--- src/rtl/lhm_pkg.sv ---
// ----------------------------------------------------------------------------
// lhm_pkg
// Shared types, constants and helpers for the latency histogram monitor.
// ----------------------------------------------------------------------------
package lhm_pkg;

   localparam int NUM_BINS          = 10;
   localparam int BIN_IDX_WIDTH     = 4;
   localparam int NUM_BOUNDS        = NUM_BINS - 1;
   localparam int LATENCY_WIDTH     = 32;
   localparam int OUT_COUNT_WIDTH   = 32;
   localparam int OUT_TOTAL_WIDTH   = 40;
   localparam int SLOW_RUN_WIDTH    = 8;
   localparam int CSR_ADDR_WIDTH    = 4;
   localparam int CSR_DATA_WIDTH    = 8;

   localparam int COUNT_WIDTH_DEFAULT = 32;
   localparam int TOTAL_WIDTH_DEFAULT = 40;

   // register indexes
   localparam logic [CSR_ADDR_WIDTH-1:0] CSR_SLOW_FIRST_BIN = 4'd0;
   localparam logic [CSR_ADDR_WIDTH-1:0] CSR_SLOW_RUN_LIMIT = 4'd1;

   localparam logic [BIN_IDX_WIDTH-1:0]  SLOW_FIRST_BIN_RESET = 4'd7;
   localparam logic [SLOW_RUN_WIDTH-1:0] SLOW_RUN_LIMIT_RESET = 8'd5;

   localparam logic [BIN_IDX_WIDTH-1:0]  LAST_BIN_INDEX = 4'd9;
   localparam logic [SLOW_RUN_WIDTH-1:0] SLOW_RUN_MAX   = 8'd255;

   // lower bound of bins 1 to 9, in ms
   localparam logic [LATENCY_WIDTH-1:0] BIN_BOUNDS [NUM_BOUNDS] = '{
      32'd1, 32'd10, 32'd50, 32'd100, 32'd500,
      32'd1000, 32'd2000, 32'd5000, 32'd10000
   };

   localparam logic KIND_SAMPLE       = 1'b0;
   localparam logic KIND_INTERVAL_END = 1'b1;

   typedef struct packed {
      logic                     kind;
      logic [LATENCY_WIDTH-1:0] latency_ms;
   } req_payload_type;

   typedef struct packed {
      logic [BIN_IDX_WIDTH-1:0]   bin_index;
      logic [OUT_COUNT_WIDTH-1:0] interval_count;
      logic [OUT_TOTAL_WIDTH-1:0] total_count;
      logic [SLOW_RUN_WIDTH-1:0]  slow_run;
      logic                       stop;
      logic                       last;
   } rsp_payload_type;

   typedef enum logic {
      ST_IDLE,
      ST_REPORT
   } ctrl_state_type;

   typedef struct packed {
      logic sample;   // count one sample
      logic start;    // interval end taken: update slow run, rewind bin pointer
      logic emit;     // load one bin into the output register
   } ctrl_cmd_type;

   typedef struct packed {
      logic out_free;
      logic last_bin;
   } dp_status_type;

   // bounds are bin-sorted, so the bin is the number of bounds at or below t
   function automatic logic [BIN_IDX_WIDTH-1:0] pick_bin(
      input logic [LATENCY_WIDTH-1:0] t
   );
      logic [BIN_IDX_WIDTH-1:0] b;
      b = '0;
      for (int i = 0; i < NUM_BOUNDS; i++) begin
         if (t >= BIN_BOUNDS[i]) begin
            b = b + 1'b1;
         end
      end
      return b;
   endfunction

endpackage

--- src/rtl/lhm_ctrl.sv ---
// ----------------------------------------------------------------------------
// lhm_ctrl
// Controller: takes transactions and sequences the ten-bin report.
// ----------------------------------------------------------------------------
module lhm_ctrl (
   input  logic                  clock,
   input  logic                  reset,
   input  logic                  req_valid,
   input  logic                  req_kind,
   output logic                  req_ready,
   input  lhm_pkg::dp_status_type status,
   output lhm_pkg::ctrl_cmd_type  cmd
);
   import lhm_pkg::*;

   ctrl_state_type state_ff;
   ctrl_state_type state_in;

   always_ff @(posedge clock) begin
      if (reset) begin
         state_ff <= ST_IDLE;
      end else begin
         state_ff <= state_in;
      end
   end

   always_comb begin
      state_in  = state_ff;
      req_ready = 1'b0;
      cmd       = '0;
      unique case (state_ff)
         ST_IDLE: begin
            req_ready = 1'b1;
            if (req_valid) begin
               if (req_kind == KIND_INTERVAL_END) begin
                  cmd.start = 1'b1;
                  state_in  = ST_REPORT;
               end else begin
                  cmd.sample = 1'b1;
               end
            end
         end
         ST_REPORT: begin
            cmd.emit = status.out_free;
            if (status.out_free && status.last_bin) begin
               state_in = ST_IDLE;
            end
         end
         default: begin
            state_in = ST_IDLE;
         end
      endcase
   end

endmodule

--- src/rtl/lhm_datapath.sv ---
// ----------------------------------------------------------------------------
// lhm_datapath
// Bin counters, totals, slow-run tracking, registers and output register.
// ----------------------------------------------------------------------------
module lhm_datapath #(
   parameter int COUNT_WIDTH = lhm_pkg::COUNT_WIDTH_DEFAULT,
   parameter int TOTAL_WIDTH = lhm_pkg::TOTAL_WIDTH_DEFAULT
) (
   input  logic                                   clock,
   input  logic                                   reset,
   input  lhm_pkg::ctrl_cmd_type                  cmd,
   output lhm_pkg::dp_status_type                 status,
   input  logic [lhm_pkg::LATENCY_WIDTH-1:0]      latency_ms,
   input  logic                                   csr_we,
   input  logic [lhm_pkg::CSR_ADDR_WIDTH-1:0]     csr_addr,
   input  logic [lhm_pkg::CSR_DATA_WIDTH-1:0]     csr_wdata,
   output logic                                   rsp_valid,
   input  logic                                   rsp_ready,
   output lhm_pkg::rsp_payload_type               rsp_payload
);
   import lhm_pkg::*;

   localparam int MAX_WIDTH = (COUNT_WIDTH > TOTAL_WIDTH) ? COUNT_WIDTH : TOTAL_WIDTH;
   localparam int SUM_WIDTH = MAX_WIDTH + 1;

   logic [COUNT_WIDTH-1:0]    interval_ff [NUM_BINS];
   logic [TOTAL_WIDTH-1:0]    total_ff    [NUM_BINS];
   logic [BIN_IDX_WIDTH-1:0]  idx_ff;
   logic [BIN_IDX_WIDTH-1:0]  slow_first_bin_ff;
   logic [SLOW_RUN_WIDTH-1:0] slow_run_limit_ff;
   logic [SLOW_RUN_WIDTH-1:0] slow_run_ff;
   logic [SLOW_RUN_WIDTH-1:0] slow_run_in;
   logic                      stop_ff;
   logic                      rsp_valid_ff;
   rsp_payload_type           rsp_payload_ff;
   rsp_payload_type           rsp_payload_in;

   logic [BIN_IDX_WIDTH-1:0]  sample_bin;
   logic [BIN_IDX_WIDTH-1:0]  rd_addr;
   logic [COUNT_WIDTH-1:0]    rd_count;
   logic [COUNT_WIDTH-1:0]    inc_count;
   logic [TOTAL_WIDTH-1:0]    rd_total;
   logic [SUM_WIDTH-1:0]      tot_sum;
   logic [TOTAL_WIDTH-1:0]    tot_new;
   logic                      slow;

   assign sample_bin = pick_bin(latency_ms);
   // a read port on the interval bins, shared by counting and reporting (the slow check reads every bin)
   assign rd_addr    = cmd.emit ? idx_ff : sample_bin;
   assign rd_count   = interval_ff[rd_addr];
   assign inc_count  = (rd_count == {COUNT_WIDTH{1'b1}}) ? rd_count : rd_count + 1'b1;
   assign rd_total   = total_ff[idx_ff];

   // saturating total update
   always_comb begin
      tot_sum = SUM_WIDTH'(rd_total) + SUM_WIDTH'(rd_count);
      if (tot_sum > SUM_WIDTH'({TOTAL_WIDTH{1'b1}})) begin
         tot_new = {TOTAL_WIDTH{1'b1}};
      end else begin
         tot_new = tot_sum[TOTAL_WIDTH-1:0];
      end
   end

   // slow interval: any nonzero bin at or past the configured first bin
   always_comb begin
      slow = 1'b0;
      for (int i = 0; i < NUM_BINS; i++) begin
         if ((BIN_IDX_WIDTH'(i) >= slow_first_bin_ff) && (interval_ff[i] != '0)) begin
            slow = 1'b1;
         end
      end
      if (!slow) begin
         slow_run_in = '0;
      end else if (slow_run_ff == SLOW_RUN_MAX) begin
         slow_run_in = slow_run_ff;
      end else begin
         slow_run_in = slow_run_ff + 1'b1;
      end
   end

   always_comb begin
      rsp_payload_in.bin_index      = idx_ff;
      rsp_payload_in.interval_count = OUT_COUNT_WIDTH'(rd_count);
      rsp_payload_in.total_count    = OUT_TOTAL_WIDTH'(tot_new);
      rsp_payload_in.slow_run       = slow_run_ff;
      rsp_payload_in.stop           = stop_ff;
      rsp_payload_in.last           = (idx_ff == LAST_BIN_INDEX);
   end

   always_ff @(posedge clock) begin
      if (reset) begin
         for (int i = 0; i < NUM_BINS; i++) begin
            interval_ff[i] <= '0;
            total_ff[i]    <= '0;
         end
      end else if (cmd.sample) begin
         interval_ff[sample_bin] <= inc_count;
      end else if (cmd.emit) begin
         interval_ff[idx_ff] <= '0;
         total_ff[idx_ff]    <= tot_new;
      end
   end

   always_ff @(posedge clock) begin
      if (reset) begin
         idx_ff      <= '0;
         slow_run_ff <= '0;
         stop_ff     <= 1'b0;
      end else if (cmd.start) begin
         idx_ff      <= '0;
         slow_run_ff <= slow_run_in;
         stop_ff     <= (slow_run_in > slow_run_limit_ff);
      end else if (cmd.emit) begin
         idx_ff <= idx_ff + 1'b1;
      end
   end

   always_ff @(posedge clock) begin
      if (reset) begin
         slow_first_bin_ff <= SLOW_FIRST_BIN_RESET;
         slow_run_limit_ff <= SLOW_RUN_LIMIT_RESET;
      end else if (csr_we) begin
         if (csr_addr == CSR_SLOW_FIRST_BIN) begin
            slow_first_bin_ff <= csr_wdata[BIN_IDX_WIDTH-1:0];
         end
         if (csr_addr == CSR_SLOW_RUN_LIMIT) begin
            slow_run_limit_ff <= csr_wdata[SLOW_RUN_WIDTH-1:0];
         end
      end
   end

   // output register
   always_ff @(posedge clock) begin
      if (reset) begin
         rsp_valid_ff <= 1'b0;
      end else if (cmd.emit) begin
         rsp_valid_ff <= 1'b1;
      end else if (rsp_ready) begin
         rsp_valid_ff <= 1'b0;
      end
   end

   always_ff @(posedge clock) begin
      if (cmd.emit) begin
         rsp_payload_ff <= rsp_payload_in;
      end
   end

   assign status.out_free = !rsp_valid_ff || rsp_ready;
   assign status.last_bin = (idx_ff == LAST_BIN_INDEX);
   assign rsp_valid       = rsp_valid_ff;
   assign rsp_payload     = rsp_payload_ff;

endmodule

--- src/rtl/latency_histogram_monitor.sv ---
// ----------------------------------------------------------------------------
// latency_histogram_monitor
// Response-time histogram over ten fixed bins with slow-interval watch.
// ----------------------------------------------------------------------------
// A sample transaction (kind 0) is taken and counted into its bin, so
// samples stream at one per cycle while no report is in progress. An
// interval-end transaction (kind 1) is taken, then the controller reports
// the ten bins one per cycle through the output register while the sink
// keeps up, adding each interval count into its total and clearing it;
// the next transaction is taken once the last bin is loaded, and result
// side stalls hold the report back. Every counter saturates. Registers:
// index 0 is the first bin that marks an interval as slow, index 1 the run
// limit that raises stop; write them only while no report is in progress.
// ----------------------------------------------------------------------------
module latency_histogram_monitor #(
   parameter int COUNT_WIDTH = lhm_pkg::COUNT_WIDTH_DEFAULT,
   parameter int TOTAL_WIDTH = lhm_pkg::TOTAL_WIDTH_DEFAULT
) (
   input  logic                               clock,
   input  logic                               reset,
   input  logic                               req_valid,
   output logic                               req_ready,
   input  lhm_pkg::req_payload_type           req_payload,
   output logic                               rsp_valid,
   input  logic                               rsp_ready,
   output lhm_pkg::rsp_payload_type           rsp_payload,
   input  logic                               csr_we,
   input  logic [lhm_pkg::CSR_ADDR_WIDTH-1:0] csr_addr,
   input  logic [lhm_pkg::CSR_DATA_WIDTH-1:0] csr_wdata
);
   import lhm_pkg::*;

   ctrl_cmd_type  cmd;
   dp_status_type status;

   lhm_ctrl u_ctrl (
      .clock     (clock),
      .reset     (reset),
      .req_valid (req_valid),
      .req_kind  (req_payload.kind),
      .req_ready (req_ready),
      .status    (status),
      .cmd       (cmd)
   );

   lhm_datapath #(
      .COUNT_WIDTH (COUNT_WIDTH),
      .TOTAL_WIDTH (TOTAL_WIDTH)
   ) u_datapath (
      .clock       (clock),
      .reset       (reset),
      .cmd         (cmd),
      .status      (status),
      .latency_ms  (req_payload.latency_ms),
      .csr_we      (csr_we),
      .csr_addr    (csr_addr),
      .csr_wdata   (csr_wdata),
      .rsp_valid   (rsp_valid),
      .rsp_ready   (rsp_ready),
      .rsp_payload (rsp_payload)
   );

endmodule
--- config.mk ---
export PLATFORM = sky130hd
export DESIGN_NAME = latency_histogram_monitor
export DESIGN_NICKNAME = d
export VERILOG_FILES = /design/src/rtl/lhm_pkg.sv /design/src/rtl/lhm_ctrl.sv /design/src/rtl/lhm_datapath.sv /design/src/rtl/latency_histogram_monitor.sv
export SDC_FILE = /design/constraint.sdc
export NUM_CORES = 2
export LEC_CHECK = 0
export ABC_AREA = 1
export BUFFER_PORTS_ARGS = -buffer_cell sky130_fd_sc_hd__buf_2
export CAP_MARGIN = 20
export CORE_UTILIZATION = 50
export CTS_CLUSTER_SIZE = 12
export DETAILED_ROUTE_END_ITERATION = 7
export PLACE_DENSITY = 0.66
export SLEW_MARGIN = 20
export SYNTH_ARGS = -nofsm -noshare
export SYNTH_HDL_FRONTEND = slang
export SYNTH_SLANG_ARGS = --single-unit
export TNS_END_PERCENT = 50
--- constraint.sdc ---
create_clock -name clock -period 11.05 [get_ports clock]
set_input_delay 1.105 -clock clock [delete_from_list [all_inputs] [get_ports clock]]
set_output_delay 1.105 -clock clock [all_outputs]
set_load 0.01 [all_outputs]
-- Word level (Yosys, flattened, before mapping)
Memories as Yosys holds them, arrays and structs flattened. A register that Yosys moved wholly into a read port is not among the register bits.
Cells that the tools add are included.
W data, S select, Z words.
- register bits after elaboration: 113
- bits in writable memories: 720
- output and inout bits: 88
- bits of input ports: 50
- bits in read-only memories: 0
- bits in latches: 0
- word-level logic and storage cells: 139
- memories: 2
- add/subtract/negate cells: 12
- bitwise gates (word level): 1
- reductions and logical operators: 31
- $lt $le $gt $ge: 21
- eq/ne operators: 4
- shifts and indexed selects: 0
- multiply operators: 0
- div/mod/pow operators: 0
- mux-type cells: 55
- memories (memory ; words ; width ; read ports ; clocked after memory_dff ; write ports ; line ; source):
    u_datapath.total_ff ; 10 ; 40 ; 1 ; 1 ; 10 ; lhm_datapath.sv:27 ; logic [TOTAL_WIDTH-1:0] total_ff [NUM_BINS];
    u_datapath.interval_ff ; 10 ; 32 ; 11 ; 0 ; 10 ; lhm_datapath.sv:26 ; logic [COUNT_WIDTH-1:0] interval_ff [NUM_BINS];
- operators with widths (kind ; number):
    $reduce_bool A32 Y1 ; 10
    $mux W32 ; 3
    $mux W40 ; 2
    $reduce_or A32 Y1 ; 2
    $mux W4 ; 14
    $add A40 B32 Y41 ; 1
    $gt A41 B40 Y1 const B ; 1
    $reduce_or A40 Y1 ; 1
    $add A32 B1 Y32 const B ; 1
    $add A4 B1 Y4 const B ; 8
    $eq A32 B32 Y1 const B ; 1
    $ge A32 B1 Y1 const B ; 1
    $ge A32 B10 Y1 const B ; 1
    $ge A32 B11 Y1 const B ; 1
    $ge A32 B13 Y1 const B ; 1
    $ge A32 B14 Y1 const B ; 1
    $ge A32 B4 Y1 const B ; 1
    $ge A32 B6 Y1 const B ; 1
    $ge A32 B7 Y1 const B ; 1
    $ge A32 B9 Y1 const B ; 1
    $mux W1 ; 31
    $ge A3 B4 Y1 const A ; 4
    $mux W8 ; 2
    $logic_and A1 B1 Y1 ; 11
    18 further kinds ; 23

-- Depth between registers and ports, before layout
An unclocked memory read counts as a cell.
- depth in word-level cells: 24
- depth in mapped cells: 58
- mapped depth without buffers: 56

-- Modules after synthesis
From an unflattened synthesis, not the netlist that was laid out.
- cells, all modules: 5603
- area, all modules: 59697.3 µm²
- by module, submodules not included (module ; cells an instance ; times used ; area each (µm²) ; seq. area each (µm²)):
    lhm_datapath ; 5592 ; 1 ; 59628.4 ; 37776.2
    lhm_ctrl ; 11 ; 1 ; 68.8 ; 20.0

-- Worst setup path after synthesis
Ideal clock, no wire load.
- path kind: input to register
- from: input rsp_ready
- to: memory u_datapath.total_ff[10][10] in the netlist's numbering, data pin
- data arrival time: 9.428 ns
- setup time: 0.273 ns
- setup slack: 1.349 ns
- data required time: 10.777 ns
- buffers on the path: 6
- stages on the path: 26
- cell sequence: nor2_1 > nor2_1 > inv_1 > or2_2 > buf_2 > a21boi_4 > buf_6 > buf_6 > buf_4 > o21ai_0 > o22ai_1 > o211ai_1 > nand2_1 > ha_1 > a21oi_1 > o21ai_0 > a21oi_1 > o21ai_0 > a21oi_1 > nand2_2 > nand2_2 > buf_6 > buf_8 > nand2_4 > nand2_4 > inv_1
- RTL lines (what ; line ; source):
    from (decl) ; latency_histogram_monitor.sv:25 ; input logic rsp_ready,
    to (decl) ; lhm_datapath.sv:27 ;

==> run_results.csv <==
group,metric,value,unit
run_status,status,"finished, final reports clean",
finish,layout-drive-gt1-share,0.1244,
finish,syn_to_final_growth,11.12,%
die,die-area,0.1210,sq mm
power_and_ir_drop,ir_drop,155.8,uV
detailed_routing,dr.pass1.iters,8,
clock_tree,clk_pin_slew,0.06,ns
placement,dp_hpwl,116600,um
finish,layout_common_cells,"edfxtp_1, nor2_1, nand2_1, inv_1, o21ai_0",
sta,worst_pin_slew,1.070,ns
placement,placement.io_buffers,137,
clock_tree,cts_tree,"yes",
logic_synthesis,synth_compound_area_frac,0.09198,
detailed_routing,initialDrtViolationCount,6529,
die,io_pins,138,
setup_path,crit_arrival,10.59,ns
clock_tree,root_buffer,"clkbuf_16",
logic_synthesis,synth_top_area_share,0.6216,
setup_path,crit_path_max_incr_delay,0.46,ns
power_and_ir_drop,clockPowerShare,0.369,
setup_path,cp_max_fo,38,
power_and_ir_drop,seqPwrFrac,0.479,
sta,timing.fmax,0.09873,GHz
sta,drv_slew,0,
setup_path,worst_path_max_delay_cell,"o21bai_1",
logic_synthesis,synthesis.instances,5679,
clock_tree,clock_sinks,1269,
logic_synthesis,synth_edf_count,1238,
power_and_ir_drop,combinationalPowerShare,0.152,
logic_synthesis,synthesis.area,0.05981,sq mm
sta,finalCritPeriodShare,0.9166,
finish,antenna_cells,0,
worst_hold_path,hp-class,"flip-flop to flip-flop",
die,die_x,347.9,um
setup_path,path_class,"input pin to flip-flop",
logic_synthesis,synthFlopType,"edfxtp_1",
sta,finalSetupViolCount,0,
logic_synthesis,ys_warn_count,0,
global_routing,antenna_found_initial,6,
setup_path,critPathLaunchType,"input pin",
power_and_ir_drop,p_sw,3.275,mW
placement,gp_congestion,1.007,
power_and_ir_drop,p_per_area,175.7,mW/mm^2
clock_tree,ctsHoldBuffers,0,
sta,finalHoldViolations,0,
logic_synthesis,async_flop_share,0,
detailed_routing,drc,0,
logic_synthesis,synth_area_leaders,"edfxtp_1, nor2_1, nand2_1",
logic_synthesis,yosysTopAreaCell,"edfxtp_1",
detailed_routing,vias_per_cell,5.982,
finish,nets,5874,
global_routing,grt_use_total,0.3053,
global_routing,grt_pass1_vias,41940,
global_routing,grt_max_degree,160,
power_and_ir_drop,switching_share,0.2805,
clock_tree,numCtsBuffers,137,
clock_tree,htree_levels,4,
die,core-area,0.1184,sq mm
sta,period_minus_slack,10.13,ns
logic_synthesis,ys_seq_area_frac,0.6319,
setup_path,critPathCaptureType,"flip-flop",
setup_path,worst_path_most_repeated_cell,"nand2_1",
die,die_h,347.9,um
logic_synthesis,synth_xor_xnor_area_share,0.004686,
logic_synthesis,yosys.area_share.adder,0.01100,
sta,rsz0062_at_grt,"false",
power_and_ir_drop,intPower,8.400,mW
clock_tree,cts.repair.resized,0,
logic_synthesis,synth_fp_nets,5781,
detailed_routing,wl_per_cell,25.03,um
logic_synthesis,synth-seq-cells,1269,
run,max_cap_violations,0,
sta,skew,0.03241,ns
power_and_ir_drop,p_leak,24.96,nW
setup_path,required,11.51,ns
detailed_routing,dr_total_vias,44680,
logic_synthesis,synthDistinctLibCells,63,
logic_synthesis,postSynthAreaPerCell,10.53,sq um
die,rows,126,
sta,tns,0,ns
detailed_routing,wl,187000,um
clock_tree,clk-insertion-delay-late,0.76,ns
clock_tree,cts_setup_buffers,0,
power_and_ir_drop,power.total,11.67,mW
logic_synthesis,yosys.area_share.simple,0.1714,
finish,final_common_cell,"edfxtp_1",
logic_synthesis,muxShareOfSynthArea,0.02755,
logic_synthesis,synth_top_family_by_area,"simple AND/OR/NAND/NOR gates",
global_routing,overflow,0,
die,start_util,0.5052,
detailed_routing,final_antenna_net_count,0,
clock_tree,clk_path_buf_depth,3,
sta,relSlewSlack,0.2839,
global_routing,grt_first_pass_wirelength,272400,um
[final timing paths]
| kind | from | to | slack (ns) | cells past startpoint |
|---|---|---|---|---|
| max | req_payload[23] | u_datapath.total_ff[13][31] | 0.92 | 54 |
| min | u_datapath.slow_run_limit_ff[6] | u_datapath.slow_run_limit_ff[6] | 0.46 | 2 |
| max reg2reg | u_datapath.rsp_valid | u_datapath.total_ff[15][27] | 3.87 | 23 |
| min reg2reg | u_datapath.slow_run_limit_ff[6] | u_datapath.slow_run_limit_ff[6] | 0.46 | 2 |
[area by class of cell]
cell class,instances,area (sq um)
well taps,1600,2002
inverters,582,2192
repair buffers,254,1747
fillers,10020,51930
multi-input cells,3528,18610
flip-flops and latches,1269,37810
clock inverters,48,356.6
clock buffers,188,3746
[synthesized netlist by cell type, types with 45 or more instances]
| master | count |
|---|---|
| a21oi_1 | 267 |
| mux2i_1 | 123 |
| inv_1 | 547 |
| o21ai_1 | 45 |
| ha_1 | 51 |
| nand2_2 | 56 |
| o21ai_0 | 428 |
| nand3_1 | 387 |
| o211ai_1 | 132 |
| clkbuf_1 | 165 |
| buf_2 | 54 |
| nand2_1 | 682 |
| nor4_1 | 74 |
| nor2_2 | 51 |
| edfxtp_1 | 1238 |
| nor2_1 | 913 |
[power by group through the flow]
stage	registers (mW)	clock network, mW	logic (mW)
after floorplan	5.66	0	1.04
after global placement	5.69	0	1.70
after detailed placement	5.69	0	1.71
after CTS	5.59	4.33	1.72
after global routing	5.60	4.52	1.88
final	5.59	4.31	1.77
[cells by family (layout without fill, tap and decap cells)]
group	count (synthesis)	in the layout
simple gates	2309	2309
flops	1269	1269
compound gates	975	975
buf+inv	882	1072
mux	160	160
fa+ha+maj	52	52
xor+xnor	32	32
[through the flow]
stage,setup WS (ns),hold WS [ns],utilization,instances,instance area [sq um]
final,0.9215,0.4617,0.5614,7469,66470
after CTS,1.170,0.4658,0.5613,7469,66460
after global routing,0.1299,0.4839,0.5614,7469,66470
after global placement,0.5489,0.4508,0.5263,7231,62310
after floorplan,1.349,0.4064,-,5679,59810
after detailed placement,0.4296,0.4404,0.5267,7233,62360
[critical path: cells and delay by family]
kind / cells / cell delay (ns)
adder cells (fa/ha/maj): 8 / 2.22
AND/OR/NAND/NOR: 30 / 4.37
buffers and inverters: 11 / 1.32
AO/OA/AOI/OAI: 5 / 1.52
[registers in the layout, indices dropped and copies added, names as in the netlist, named ones only]
| register | count |
|---|---|
| u_datapath.idx_ff | 4 |
| u_datapath.rsp_payload | 86 |
| u_datapath.slow_first_bin_ff | 4 |
| u_ctrl.state_ff | 1 |
| u_datapath.slow_run_limit_ff | 8 |
| u_datapath.total_ff | 640 |
| u_datapath.stop_ff | 1 |
| u_datapath.rsp_valid | 1 |
| u_datapath.slow_run_ff | 8 |
| u_datapath.interval_ff | 512 |
[routing by layer]
layer / track usage / routed length [um]
met1: 0.4310 / 75170
met2: 0.4668 / 83350
met3: 0.05765 / 21070
met4: 0.1208 / 7317
met5: 0 / 57
No activity file was read; power rests on OpenSTA's default activity.
